`src/design/rpls_pkg.sv`:
```
// ----------------------------------------------------------------------------
// rpls_pkg
// shared constants, sequencing codes and control bundles of the
// plate likeness scorer
// ----------------------------------------------------------------------------
`default_nettype none

package rpls_pkg;

    localparam int RPLS_MAX_BOX_SIDE  = 2048;
    localparam int RPLS_FRACTION_BITS = 12;

    localparam int CNT_W   = 23;
    localparam int SUM_W   = 30;
    localparam int SQSUM_W = 38;
    localparam int SIDE_W  = 12;
    localparam int FRAME_W = 13;

    // divisions done on the shared divider, in the order they are run
    typedef enum logic [2:0] {
        DIV_ASPECT,
        DIV_EDGE,
        DIV_WHITE,
        DIV_LD,
        DIV_CON
    } div_sel_t;

    typedef struct packed {
        logic     acc;
        logic     mul;
        logic     prep1;
        logic     prep2;
        logic     div_start;
        div_sel_t div_sel;
        logic     div_cap;
        logic     sqrt_start;
        logic     sqrt_cap;
        logic     sum;
        logic     load_out;
    } rpls_cmd_t;

    typedef struct packed {
        logic div_done;
        logic sqrt_done;
    } rpls_status_t;

endpackage

`default_nettype wire

```
`src/design/rpls_ctrl.sv`:
```
// ----------------------------------------------------------------------------
// rpls_ctrl
// sequencer: pixel intake, score steps and result handshake
// ----------------------------------------------------------------------------
`default_nettype none

module rpls_ctrl (
    input  wire logic                   aclk,
    input  wire logic                   aresetn,
    input  wire logic                   s_valid,
    input  wire logic                   s_last_pixel,
    output logic                        s_ready,
    output logic                        m_valid,
    input  wire logic                   m_ready,
    output rpls_pkg::rpls_cmd_t         cmd,
    input  wire rpls_pkg::rpls_status_t status
);

    import rpls_pkg::*;

    typedef enum logic [3:0] {
        ST_ACCUM,
        ST_MUL,
        ST_PREP1,
        ST_PREP2,
        ST_DIV_GO,
        ST_DIV_WAIT,
        ST_SQ_GO,
        ST_SQ_WAIT,
        ST_SUM,
        ST_DONE
    } state_t;

    state_t   state_reg, state_next;
    logic     s_ready_reg, s_ready_next;
    logic     m_valid_reg, m_valid_next;
    div_sel_t sel_reg, sel_next;
    logic     load;

    assign load = (state_reg == ST_DONE) && (!m_valid_reg || m_ready);

    always_comb begin
        state_next   = state_reg;
        s_ready_next = s_ready_reg;
        m_valid_next = m_valid_reg;
        sel_next     = sel_reg;
        if (m_valid_reg && m_ready) m_valid_next = 1'b0;
        case (state_reg)
            ST_ACCUM: begin
                if (s_valid && s_last_pixel) begin
                    s_ready_next = 1'b0;
                    state_next   = ST_MUL;
                end
            end
            ST_MUL:   state_next = ST_PREP1;
            ST_PREP1: state_next = ST_PREP2;
            ST_PREP2: begin
                sel_next   = DIV_ASPECT;
                state_next = ST_DIV_GO;
            end
            ST_DIV_GO: state_next = ST_DIV_WAIT;
            ST_DIV_WAIT: begin
                if (status.div_done) begin
                    state_next = ST_DIV_GO;
                    case (sel_reg)
                        DIV_ASPECT: sel_next = DIV_EDGE;
                        DIV_EDGE:   sel_next = DIV_WHITE;
                        DIV_WHITE:  sel_next = DIV_LD;
                        DIV_LD:     sel_next = DIV_CON;
                        default:    state_next = ST_SQ_GO;
                    endcase
                end
            end
            ST_SQ_GO: state_next = ST_SQ_WAIT;
            ST_SQ_WAIT: begin
                if (status.sqrt_done) state_next = ST_SUM;
            end
            ST_SUM: state_next = ST_DONE;
            ST_DONE: begin
                if (load) begin
                    m_valid_next = 1'b1;
                    s_ready_next = 1'b1;
                    state_next   = ST_ACCUM;
                end
            end
            default: state_next = ST_ACCUM;
        endcase
    end

    always_ff @(posedge aclk) begin
        if (!aresetn) begin
            state_reg   <= ST_ACCUM;
            s_ready_reg <= 1'b1;
            m_valid_reg <= 1'b0;
            sel_reg     <= DIV_ASPECT;
        end else begin
            state_reg   <= state_next;
            s_ready_reg <= s_ready_next;
            m_valid_reg <= m_valid_next;
            sel_reg     <= sel_next;
        end
    end

    always_comb begin
        cmd            = '0;
        cmd.acc        = s_valid && s_ready_reg;
        cmd.mul        = state_reg == ST_MUL;
        cmd.prep1      = state_reg == ST_PREP1;
        cmd.prep2      = state_reg == ST_PREP2;
        cmd.div_start  = state_reg == ST_DIV_GO;
        cmd.div_sel    = sel_reg;
        cmd.div_cap    = (state_reg == ST_DIV_WAIT) && status.div_done;
        cmd.sqrt_start = state_reg == ST_SQ_GO;
        cmd.sqrt_cap   = (state_reg == ST_SQ_WAIT) && status.sqrt_done;
        cmd.sum        = state_reg == ST_SUM;
        cmd.load_out   = load;
    end

    assign s_ready = s_ready_reg;
    assign m_valid = m_valid_reg;

endmodule

`default_nettype wire

```
`config.mk`:
```
export PLATFORM = sky130hd
export DESIGN_NAME = rpls_ctrl
export DESIGN_NICKNAME = d
export VERILOG_FILES = /design/src/design/rpls_pkg.sv /design/src/design/rpls_ctrl.sv
export SDC_FILE = /design/constraint.sdc
export NUM_CORES = 1
export LEC_CHECK = 0
export BUFFER_PORTS_ARGS = -buffer_cell sky130_fd_sc_hd__buf_2
export CAP_MARGIN = 20
export CORE_AREA = 2 2 39 41
export CTS_CLUSTER_SIZE = 20
export DETAILED_ROUTE_END_ITERATION = 16
export DIE_AREA = 0 0 41 43
export GPL_TIMING_DRIVEN = 0
export PLACE_DENSITY = 0.82
export SYNTH_ARGS = -nofsm -noshare
export SYNTH_HDL_FRONTEND = slang
export SYNTH_SLANG_ARGS = --single-unit
```
`constraint.sdc`:
```
create_clock -name aclk -period 2.5 [get_ports aclk]
set_clock_uncertainty 0.15 [all_clocks]
set_input_delay 0.625 -clock aclk [delete_from_list [all_inputs] [get_ports aclk]]
set_output_delay 0.625 -clock aclk [all_outputs]
set_load 0.005 [all_outputs]
```
==> out/metrics.csv, run 1 <==
metric;value;unit
outcome;finished, final reports clean;
WL met3;53;um
Final Hold Fails;0;
chip width;41;um
Final #Nets;110;
Final Critical Period;2.27;ns
All-Layer GR Usage;0.198;
Post-CTS Setup Inserts;0;
Placer Congestion;0.867;
DP HPWL;1.12;mm
Clock Sink Count;9;
Placeable Area;1380;um^2
max reg flops;4;
Synth area leaders;dfxtp_1 (29%), nand2b_1 (8.0%), nor3_1 (4.0%);
ys async rst share;0;
Worst slew margin;0.752;
fraction of final layout cells sized beyond drive strength 1;0.324;
wl on met1;672;um
Clock Latency Late Sink;0.27;ns
maximum vdd ir drop;0.000204;V
Top Metal Used;met4;
post-cts sizing count;0;
met2 wire length;748;um
Mapped Area;623;um^2
worst r2r path cells;4;
Leak;0.341;nW
Post-Route Setup TNS;0;ns
gr ovfl total;0;
sequential fraction of the synthesis area;0.289;
WP data required;1.73;ns
Row Count;14;
count leader, synth;dfxtp_1;
Top-Level Pins;22;
most frequent cells after synthesis;dfxtp_1 (9), nand2b_1 (8), nand2_1 (6), nor3_1 (5);
CP max stage cell;dfxtp_1;
remaining antenna violation count;0;
1st-pass router iterations;4;
DR WL/cell;12.6;um
CP Cell Sequence;clkbuf_1 > and3_1 > buf_4 > buf_2;
Synth Flop Type;dfxtp_1;
final period utilization;0.907;
H-tree depth;1;
Hold Crit Depth;2;
synthesis-to-finish area growth;25.1;%
CTS max path bufs;2;
CTS Root Buffer Type;clkbuf_4;
Reg clk slew, reported paths;0.07;ns
post-synth cell types;37;
port bufs;21;
Max-cap violations;0;
Yosys top cell area share;0.289;
HP Class;reg2reg;
Crit Path Max Fanout;10;
Post-synth EDFFs;0;
Vias/cell;5.45;
Ys Warns;0;
area leader, netlist;dfxtp_1;
die height;43;um
Slew Viols, Final;0;
Synth Net Count;84;
critical path arrival;1.49;ns
#FFs+latches synth;9;
Via Count;643;
antenna violations before repair;0;
CP endpoint kind;primary output;
TritonCTS clock tree;done;
Hold WS;0.365;ns
Crit Path Class;reg2out;
final setup fails;0;
setup ws final;0.232;ns
diode count;0;
RSZ-0062 raised after global routing;no;
FMAX;441;MHz
largest net degree at the start of global routing;11;
hold_buf cts;0;
detailed-route DRC error count;0;
die area;1760;um^2
crit start category;register;
Mapped Cells;77;
Tightest Pin Transition;0.373;ns
initial drt markers;16;
power per standard cell area;480;nW/um^2
first-pass GRT wire length;2.37;mm
cts bufs inserted;3;
Avg Cell Area, Syn;8.09;um^2
critical path's largest stage delay;0.47;ns
final wirelength;1.49;mm
Starting Density;0.450;
pre-CTS WS;0.367;ns
Fill cells;120;
vias in the first global route;574;
==> critical path: cells and delay by family (launching register included) <==
family        cells  cell delay, ns
buf+inv           3            0.55
flops             1            0.47
simple gates      1            0.21
==> routing by layer <==
layer	up-vias	track usage
li1	332	-
met1	289	0.246
met2	20	0.294
met3	2	0.0314
met4	0	0.140
met5	-	0
==> final timing paths <==
check | to | slack [ns] | start
worst max-delay path | cmd[0] | 0.23 | state_reg[0]$_SDFFE_PN0P_
worst max register to register | sel_reg[1]$_SDFFE_PN0P_ | 0.97 | state_reg[2]$_SDFFE_PN0P_
worst min register to register | sel_reg[2]$_SDFFE_PN0P_ | 0.37 | sel_reg[2]$_SDFFE_PN0P_
worst min-delay path | sel_reg[2]$_SDFFE_PN0P_ | 0.37 | sel_reg[2]$_SDFFE_PN0P_
==> cell type report <==
type / count / area [um^2] / area share
plain buffers: 5 / 28.8 / 0.0369
clock buffers: 4 / 26.3 / 0.0337
inverters: 4 / 15.0 / 0.0193
multi-input cells: 59 / 404 / 0.518
flip-flops and latches: 9 / 180 / 0.231
well taps: 16 / 20.0 / 0.0257
repair buffers: 21 / 105 / 0.135
==> power breakdown <==
part,switching [mW],internal (mW),total (mW)
sequential,0.0125,0.152,0.164
clock,0.0576,0.0617,0.119
combinational,0.0496,0.0408,0.0904
total,0.120,0.254,0.374
==> cells by family after synthesis <==
family | after synthesis | synth area share
compound gates | 18 | 0.213
buf+inv | 9 | 0.0703
flops | 9 | 0.289
mux | 2 | 0.0341
simple gates | 39 | 0.394
==> cells in the final DEF, fill, tap and decap left out, types with 2 or more instances in the layout <==
master     synthesis  final
a21boi_1           2      2
a21oi_1            4      4
a31oi_1            2      2
and2_1             2      2
buf_2              2     23
buf_4              2      2
clkbuf_1           1      2
clkbuf_4           0      3
dfxtp_1            9      9
inv_1              3      3
nand2_1            6      6
nand2b_1           8      8
nand3b_1           2      2
nand4bb_1          2      2
nor2_1             4      4
nor2b_1            2      2
nor3_1             5      5
==> stage by stage <==
stage          instances  instance area (um^2)  utilization  power [mW]
6_report             118                   779        0.563       0.374
5_1_grt              118                   779        0.563       0.391
4_1_cts              118                   774        0.560       0.374
3_5_place_dp         114                   748        0.541       0.257
3_3_place_gp         114                   748        0.541       0.255
2_1_floorplan         77                   623            -       0.226
No activity file was read; power rests on OpenSTA's default activity.
==> run 2: changes to the inputs <==
--- a/config.mk
+++ b/config.mk
@@ -5,14 +5,16 @@
 export SDC_FILE = /design/constraint.sdc
 export NUM_CORES = 1
 export LEC_CHECK = 0
+export ABC_AREA = 1
 export BUFFER_PORTS_ARGS = -buffer_cell sky130_fd_sc_hd__buf_2
 export CAP_MARGIN = 20
 export CORE_AREA = 2 2 39 41
+export CTS_BUF_LIST = sky130_fd_sc_hd__clkbuf_16
 export CTS_CLUSTER_SIZE = 20
 export DETAILED_ROUTE_END_ITERATION = 16
 export DIE_AREA = 0 0 41 43
 export GPL_TIMING_DRIVEN = 0
-export PLACE_DENSITY = 0.82
+export PLACE_DENSITY = 0.83
 export SYNTH_ARGS = -nofsm -noshare
 export SYNTH_HDL_FRONTEND = slang
 export SYNTH_SLANG_ARGS = --single-unit
==> run 2 against run 1 <==
Utilization increased by 4.3 points. Wire length shrank 0.34%. Highest routed layer unchanged. Setup slack better by 0.053 ns. Die area unchanged. Maximum frequency is 2.4% higher. Sequential power is 37% higher. Count of clock-buffer cells in the layout decreased by 1. Largest cell class unchanged. Largest power group is now combinational logic. Critical path type unchanged. Critical path depth increased by 2. Via count is 9.2% higher.
==> out/metrics.csv, run 2 <==
metric;value;unit
Hold WS;0.350;ns
largest net degree at the start of global routing;8;
Final Hold Fails;0;
power per standard cell area;997;nW/um^2
die area;1760;um^2
Avg Cell Area, Syn;6.17;um^2
Via Count;702;
gr ovfl total;0;
chip width;41;um
sequential fraction of the synthesis area;0.283;
Placeable Area;1380;um^2
Crit Path Class;reg2out;
critical path endpoint;cmd[0];
vias in the first global route;661;
Vias/cell;4.88;
Buf/Inv on CP;3;
Synth area leaders;dfxtp_1 (28%), nand2_1 (13%), nor2_1 (12%);
Ys Warns;0;
r2r endpoint;sel_reg[1]$_SDFFE_PN0P_;
Starting Density;0.459;
Post-CTS Setup Inserts;0;
diode count;0;
maximum vdd ir drop;0.000479;V
DR WL/cell;10.3;um
remaining antenna violation count;0;
Mapped Area;636;um^2
Slew Viols, Final;0;
Fill cells;117;
Tot Pwr;0.837;mW
DP HPWL;1.09;mm
CP max stage cell;dfxtp_1;
count leader, synth;nand2_1;
Clock Sink Count;9;
Reg area;180;um^2
Row Count;14;
initial drt markers;11;
Final Critical Period;2.21;ns
Clock Latency Late Sink;0.24;ns
Synth Net Count;110;
Mapped Cells;103;
All-Layer GR Usage;0.198;
Worst path top cell family by delay;flip-flops;
cts bufs inserted;3;
Tightest Pin Transition;0.323;ns
WP data required;1.73;ns
critical path's largest stage delay;0.44;ns
area of the multi-input gates;373;um^2
Placer Congestion;0.790;
outcome;finished, final reports clean;
HP Class;reg2reg;
final period utilization;0.886;
TritonCTS clock tree;done;
Post-Route Setup TNS;0;ns
Max-cap violations;0;
FF-to-FF Start;state_reg[2]$_SDFFE_PN0P_;
1st-pass router iterations;4;
Post-synth EDFFs;0;
max reg flops;4;
commonest non-fill, non-tap cell in the layout;nand2_1;
worst reg2reg setup slack;1.02;ns
Leak;0.464;nW
post-synth cell types;19;
critical path arrival;1.44;ns
instance count on the critical path;6;
ys async rst share;0;
Crit Path Max Fanout;6;
Worst slew margin;0.784;
synthesis-to-finish area growth;32.1;%
CP startpoint;state_reg[0]$_SDFFE_PN0P_;
Top-Level Pins;22;
Reg clk slew, reported paths;0.04;ns
CTS max path bufs;2;
port bufs;21;
commonest cells after routing, fill and taps aside;nand2_1 (22), nor2_1 (21), buf_2 (21), inv_1 (16), dfxtp_1 (9);
fraction of final layout cells sized beyond drive strength 1;0.344;
RSZ-0062 raised after global routing;no;
final setup fails;0;
post-cts sizing count;0;
CP Cell Sequence;inv_1 > nor2_4 > nand2_1 > nor2_1 > buf_4 > buf_2;
CTS Root Buffer Type;clkbuf_16;
detailed-route DRC error count;0;
FMAX;452;MHz
crit start category;register;
area leader, netlist;dfxtp_1;
most frequent cells after synthesis;nand2_1 (22), nor2_1 (21), inv_1 (15), dfxtp_1 (9), nand2_2 (6);
CP endpoint kind;primary output;
final wirelength;1.49;mm
Final #Nets;136;
Synth Flop Type;dfxtp_1;
die height;43;um
antenna violations before repair;0;
first-pass GRT wire length;2.44;mm
H-tree depth;1;
fin util;0.607;
Yosys top cell area share;0.283;
#FFs+latches synth;9;
hold_buf cts;0;
worst r2r path cells;6;
-- run 2: cell types whose count changed after synthesis, sizes merged, moves of 2 or more --
cell and change:
a21boi -3, and2 -2, buf -3, inv +16, nand2 +23, nand2b -8, nand3 +5, nand3b -2
nand4bb -2, nor2 +21, nor2b -2, nor3 -4, o21ai +2
-- run 2: metrics by stage --
step	setup slack (ns)	area, um^2	instances
5_1_grt	0.207	840	144
3_5_place_dp	0.501	761	140
3_3_place_gp	0.501	761	140
4_1_cts	0.293	840	144
2_1_floorplan	0.739	636	103
6_report	0.285	840	144
-- run 2: worst reg2reg max path, cell delays in order (launching register included) --
cell and delay (ns):
dfxtp_1 0.36, nor2_1 0.30, nand2_2 0.15, inv_2 0.08, nor2_1 0.05, nor3b_1 0.21
nor2_1 0.06
-- run 2: final cells by class --
class,instances,area share
inverters,20,0.0894
repair buffers,21,0.125
clock buffers,3,0.0894
plain buffers,1,0.00894
clock inverters,1,0.00447
multi-input cells,73,0.444
well taps,16,0.0238
flip-flops and latches,9,0.215
-- run 2: logic make-up (layout without fill, tap and decap cells) --
kind of cell    count (synthesis)  after routing  synth area share
compound gates                 10             10            0.0866
buf+inv                        21             46             0.130
flops                           9              9             0.283
simple gates                   63             63             0.500
-- run 2: how the worst min path moves through the flow --
stage	depth (start not counted)	to	slack [ns]	start
after floorplan	2	sel_reg[0]$_SDFFE_PN0P_	0.34	sel_reg[0]$_SDFFE_PN0P_
after global placement	2	sel_reg[0]$_SDFFE_PN0P_	0.34	sel_reg[0]$_SDFFE_PN0P_
after detailed placement	2	sel_reg[0]$_SDFFE_PN0P_	0.35	sel_reg[0]$_SDFFE_PN0P_
after CTS	2	sel_reg[0]$_SDFFE_PN0P_	0.36	sel_reg[0]$_SDFFE_PN0P_
after global routing	2	sel_reg[0]$_SDFFE_PN0P_	0.40	sel_reg[0]$_SDFFE_PN0P_
final	2	sel_reg[0]$_SDFFE_PN0P_	0.35	sel_reg[0]$_SDFFE_PN0P_
-- run 2: routing by layer --
metal	wire length (um)	vias to the layer above	share of wire	global-route usage
met4	34	0	0.023	0.0867
met2	775	11	0.52	0.347
li1	-	367	-	-
met5	0	-	0	0
met1	633	319	0.43	0.217
met3	43	5	0.029	0.0314
-- run 2: power by group --
group	switching [mW]	total [mW]	leakage, nW	internal, mW
Clock	0.0709	0.280	0.0423	0.209
Sequential	0.0492	0.225	0.0733	0.176
Combinational	0.210	0.333	0.348	0.123
==> run 3: changes to the inputs <==
--- a/config.mk
+++ b/config.mk
@@ -15,6 +15,7 @@
 export DIE_AREA = 0 0 41 43
 export GPL_TIMING_DRIVEN = 0
 export PLACE_DENSITY = 0.83
+export RECOVER_POWER = 50
 export SYNTH_ARGS = -nofsm -noshare
 export SYNTH_HDL_FRONTEND = slang
 export SYNTH_SLANG_ARGS = --single-unit
==> run 3 against run 2 <==
Clock power about the same. Combinational power down 6%. Utilization down 0.99 points. Critical path depth unchanged.
==> out/metrics.csv, run 3 (same netlist as run 2, synthesis figures left out) <==
metric;value;unit
FMAX;451;MHz
largest net degree at the start of global routing;8;
Final Hold Fails;0;
met2 usage;0.347;
TritonCTS clock tree;done;
vias in the first global route;661;
WP data required;1.73;ns
detailed-route DRC error count;0;
cts bufs inserted;3;
crit start category;register;
busiest layer in global routing;met2;
Leak;0.457;nW
Via Count;700;
Post-CTS Setup Inserts;0;
DP HPWL;1.09;mm
commonest cells after routing, fill and taps aside;nand2_1 (24), nor2_1 (22), buf_2 (20), inv_1 (17), dfxtp_1 (9);
Vias/cell;4.86;
Starting Density;0.459;
Crit Path Max Fanout;6;
DR WL/cell;10.3;um
Reg clk slew, reported paths;0.04;ns
outcome;finished, final reports clean;
Worst slew margin;0.757;
maximum vdd ir drop;0.000450;V
final setup fails;0;
max reg flops;4;
Row Count;14;
remaining antenna violation count;0;
Placer Congestion;0.790;
All-Layer GR Usage;0.198;
fraction of final layout cells sized beyond drive strength 1;0.305;
Slew Viols, Final;0;
gr ovfl total;0;
1st-pass router iterations;4;
critical path arrival;1.44;ns
final wirelength;1.49;mm
Tightest Pin Transition;0.363;ns
setup ws final;0.281;ns
Top-Level Pins;22;
antenna violations before repair;0;
post-cts sizing count;0;
power per standard cell area;990;nW/um^2
Clock Sink Count;9;
die area;1760;um^2
fin util;0.597;
CTS max path bufs;2;
synthesis-to-finish area growth;29.9;%
Placeable Area;1380;um^2
pre-CTS WS;0.501;ns
Post-Route Setup TNS;0;ns
met3 Track Usage GR;0.0314;
initial drt markers;14;
first-pass GRT wire length;2.44;mm
die height;43;um
Final #Nets;136;
met1 Use GR;0.217;
port bufs;21;
diode count;0;
commonest non-fill, non-tap cell in the layout;nand2_1;
Crit Path Class;reg2out;
HP Class;reg2reg;
Final Critical Period;2.22;ns
final period utilization;0.888;
Max-cap violations;0;
CTS Root Buffer Type;clkbuf_16;
hold_buf cts;0;
Clock Latency Late Sink;0.24;ns
chip width;41;um
CP endpoint kind;primary output;
H-tree depth;1;
RSZ-0062 raised after global routing;no;
-- run 3: cell types whose count changed in the layout (fill, tap and decap cells not counted), sizes merged --
cell    change
clkbuf      +1
buf         -1
-- run 3: routing by layer --
layer | up-vias | part of all wire
met4 | 0 | 0.023
met5 | - | 0
met2 | 13 | 0.53
met1 | 315 | 0.42
li1 | 367 | -
met3 | 5 | 0.030
-- run 3: final timing paths --
path	from	end	slack, ns	cells after the start
setup / recovery	state_reg[0]$_SDFFE_PN0P_	cmd[0]	0.28	6
hold / removal	sel_reg[0]$_SDFFE_PN0P_	sel_reg[0]$_SDFFE_PN0P_	0.35	2
setup reg to reg	state_reg[2]$_SDFFE_PN0P_	sel_reg[1]$_SDFFE_PN0P_	0.98	6
hold reg to reg	sel_reg[0]$_SDFFE_PN0P_	sel_reg[0]$_SDFFE_PN0P_	0.35	2
-- run 3: per-stage QoR --
step / cells / hold slack, ns / power, mW / area, um^2
final: 144 / 0.352 / 0.818 / 826
after global routing: 144 / 0.399 / 0.870 / 826
after CTS: 144 / 0.358 / 0.840 / 840
after detailed placement: 140 / 0.352 / 0.552 / 761
after global placement: 140 / 0.340 / 0.542 / 761
after floorplan: 103 / 0.344 / 0.464 / 636
-- run 3: where the power goes --
part           internal [mW]  leakage [nW]  switching [mW]  total [mW]
sequential             0.176        0.0733          0.0478       0.224
clock                  0.209        0.0423          0.0708       0.280
combinational          0.114         0.342           0.201       0.314
total                  0.498         0.457           0.319       0.818
-- run 3: area by class of cell --
type                            count  area, um^2
Tap cell                           16        20.0
Clock buffer                        3        75.1
Clock inverter                      1        3.75
Sequential cell                     9         180
Timing Repair Buffer               21         104
Fill cell                         121         558
Buffer                              1        7.51
Inverter                           20        75.1
Multi-Input combinational cell     73         360
-- run 3: worst max-delay path: stages (launching register included) --
cell	delay, ns
dfxtp_1	0.44
inv_1	0.14
nor2_4	0.16
nand2_1	0.07
nor2_1	0.17
buf_4	0.14
buf_2	0.09
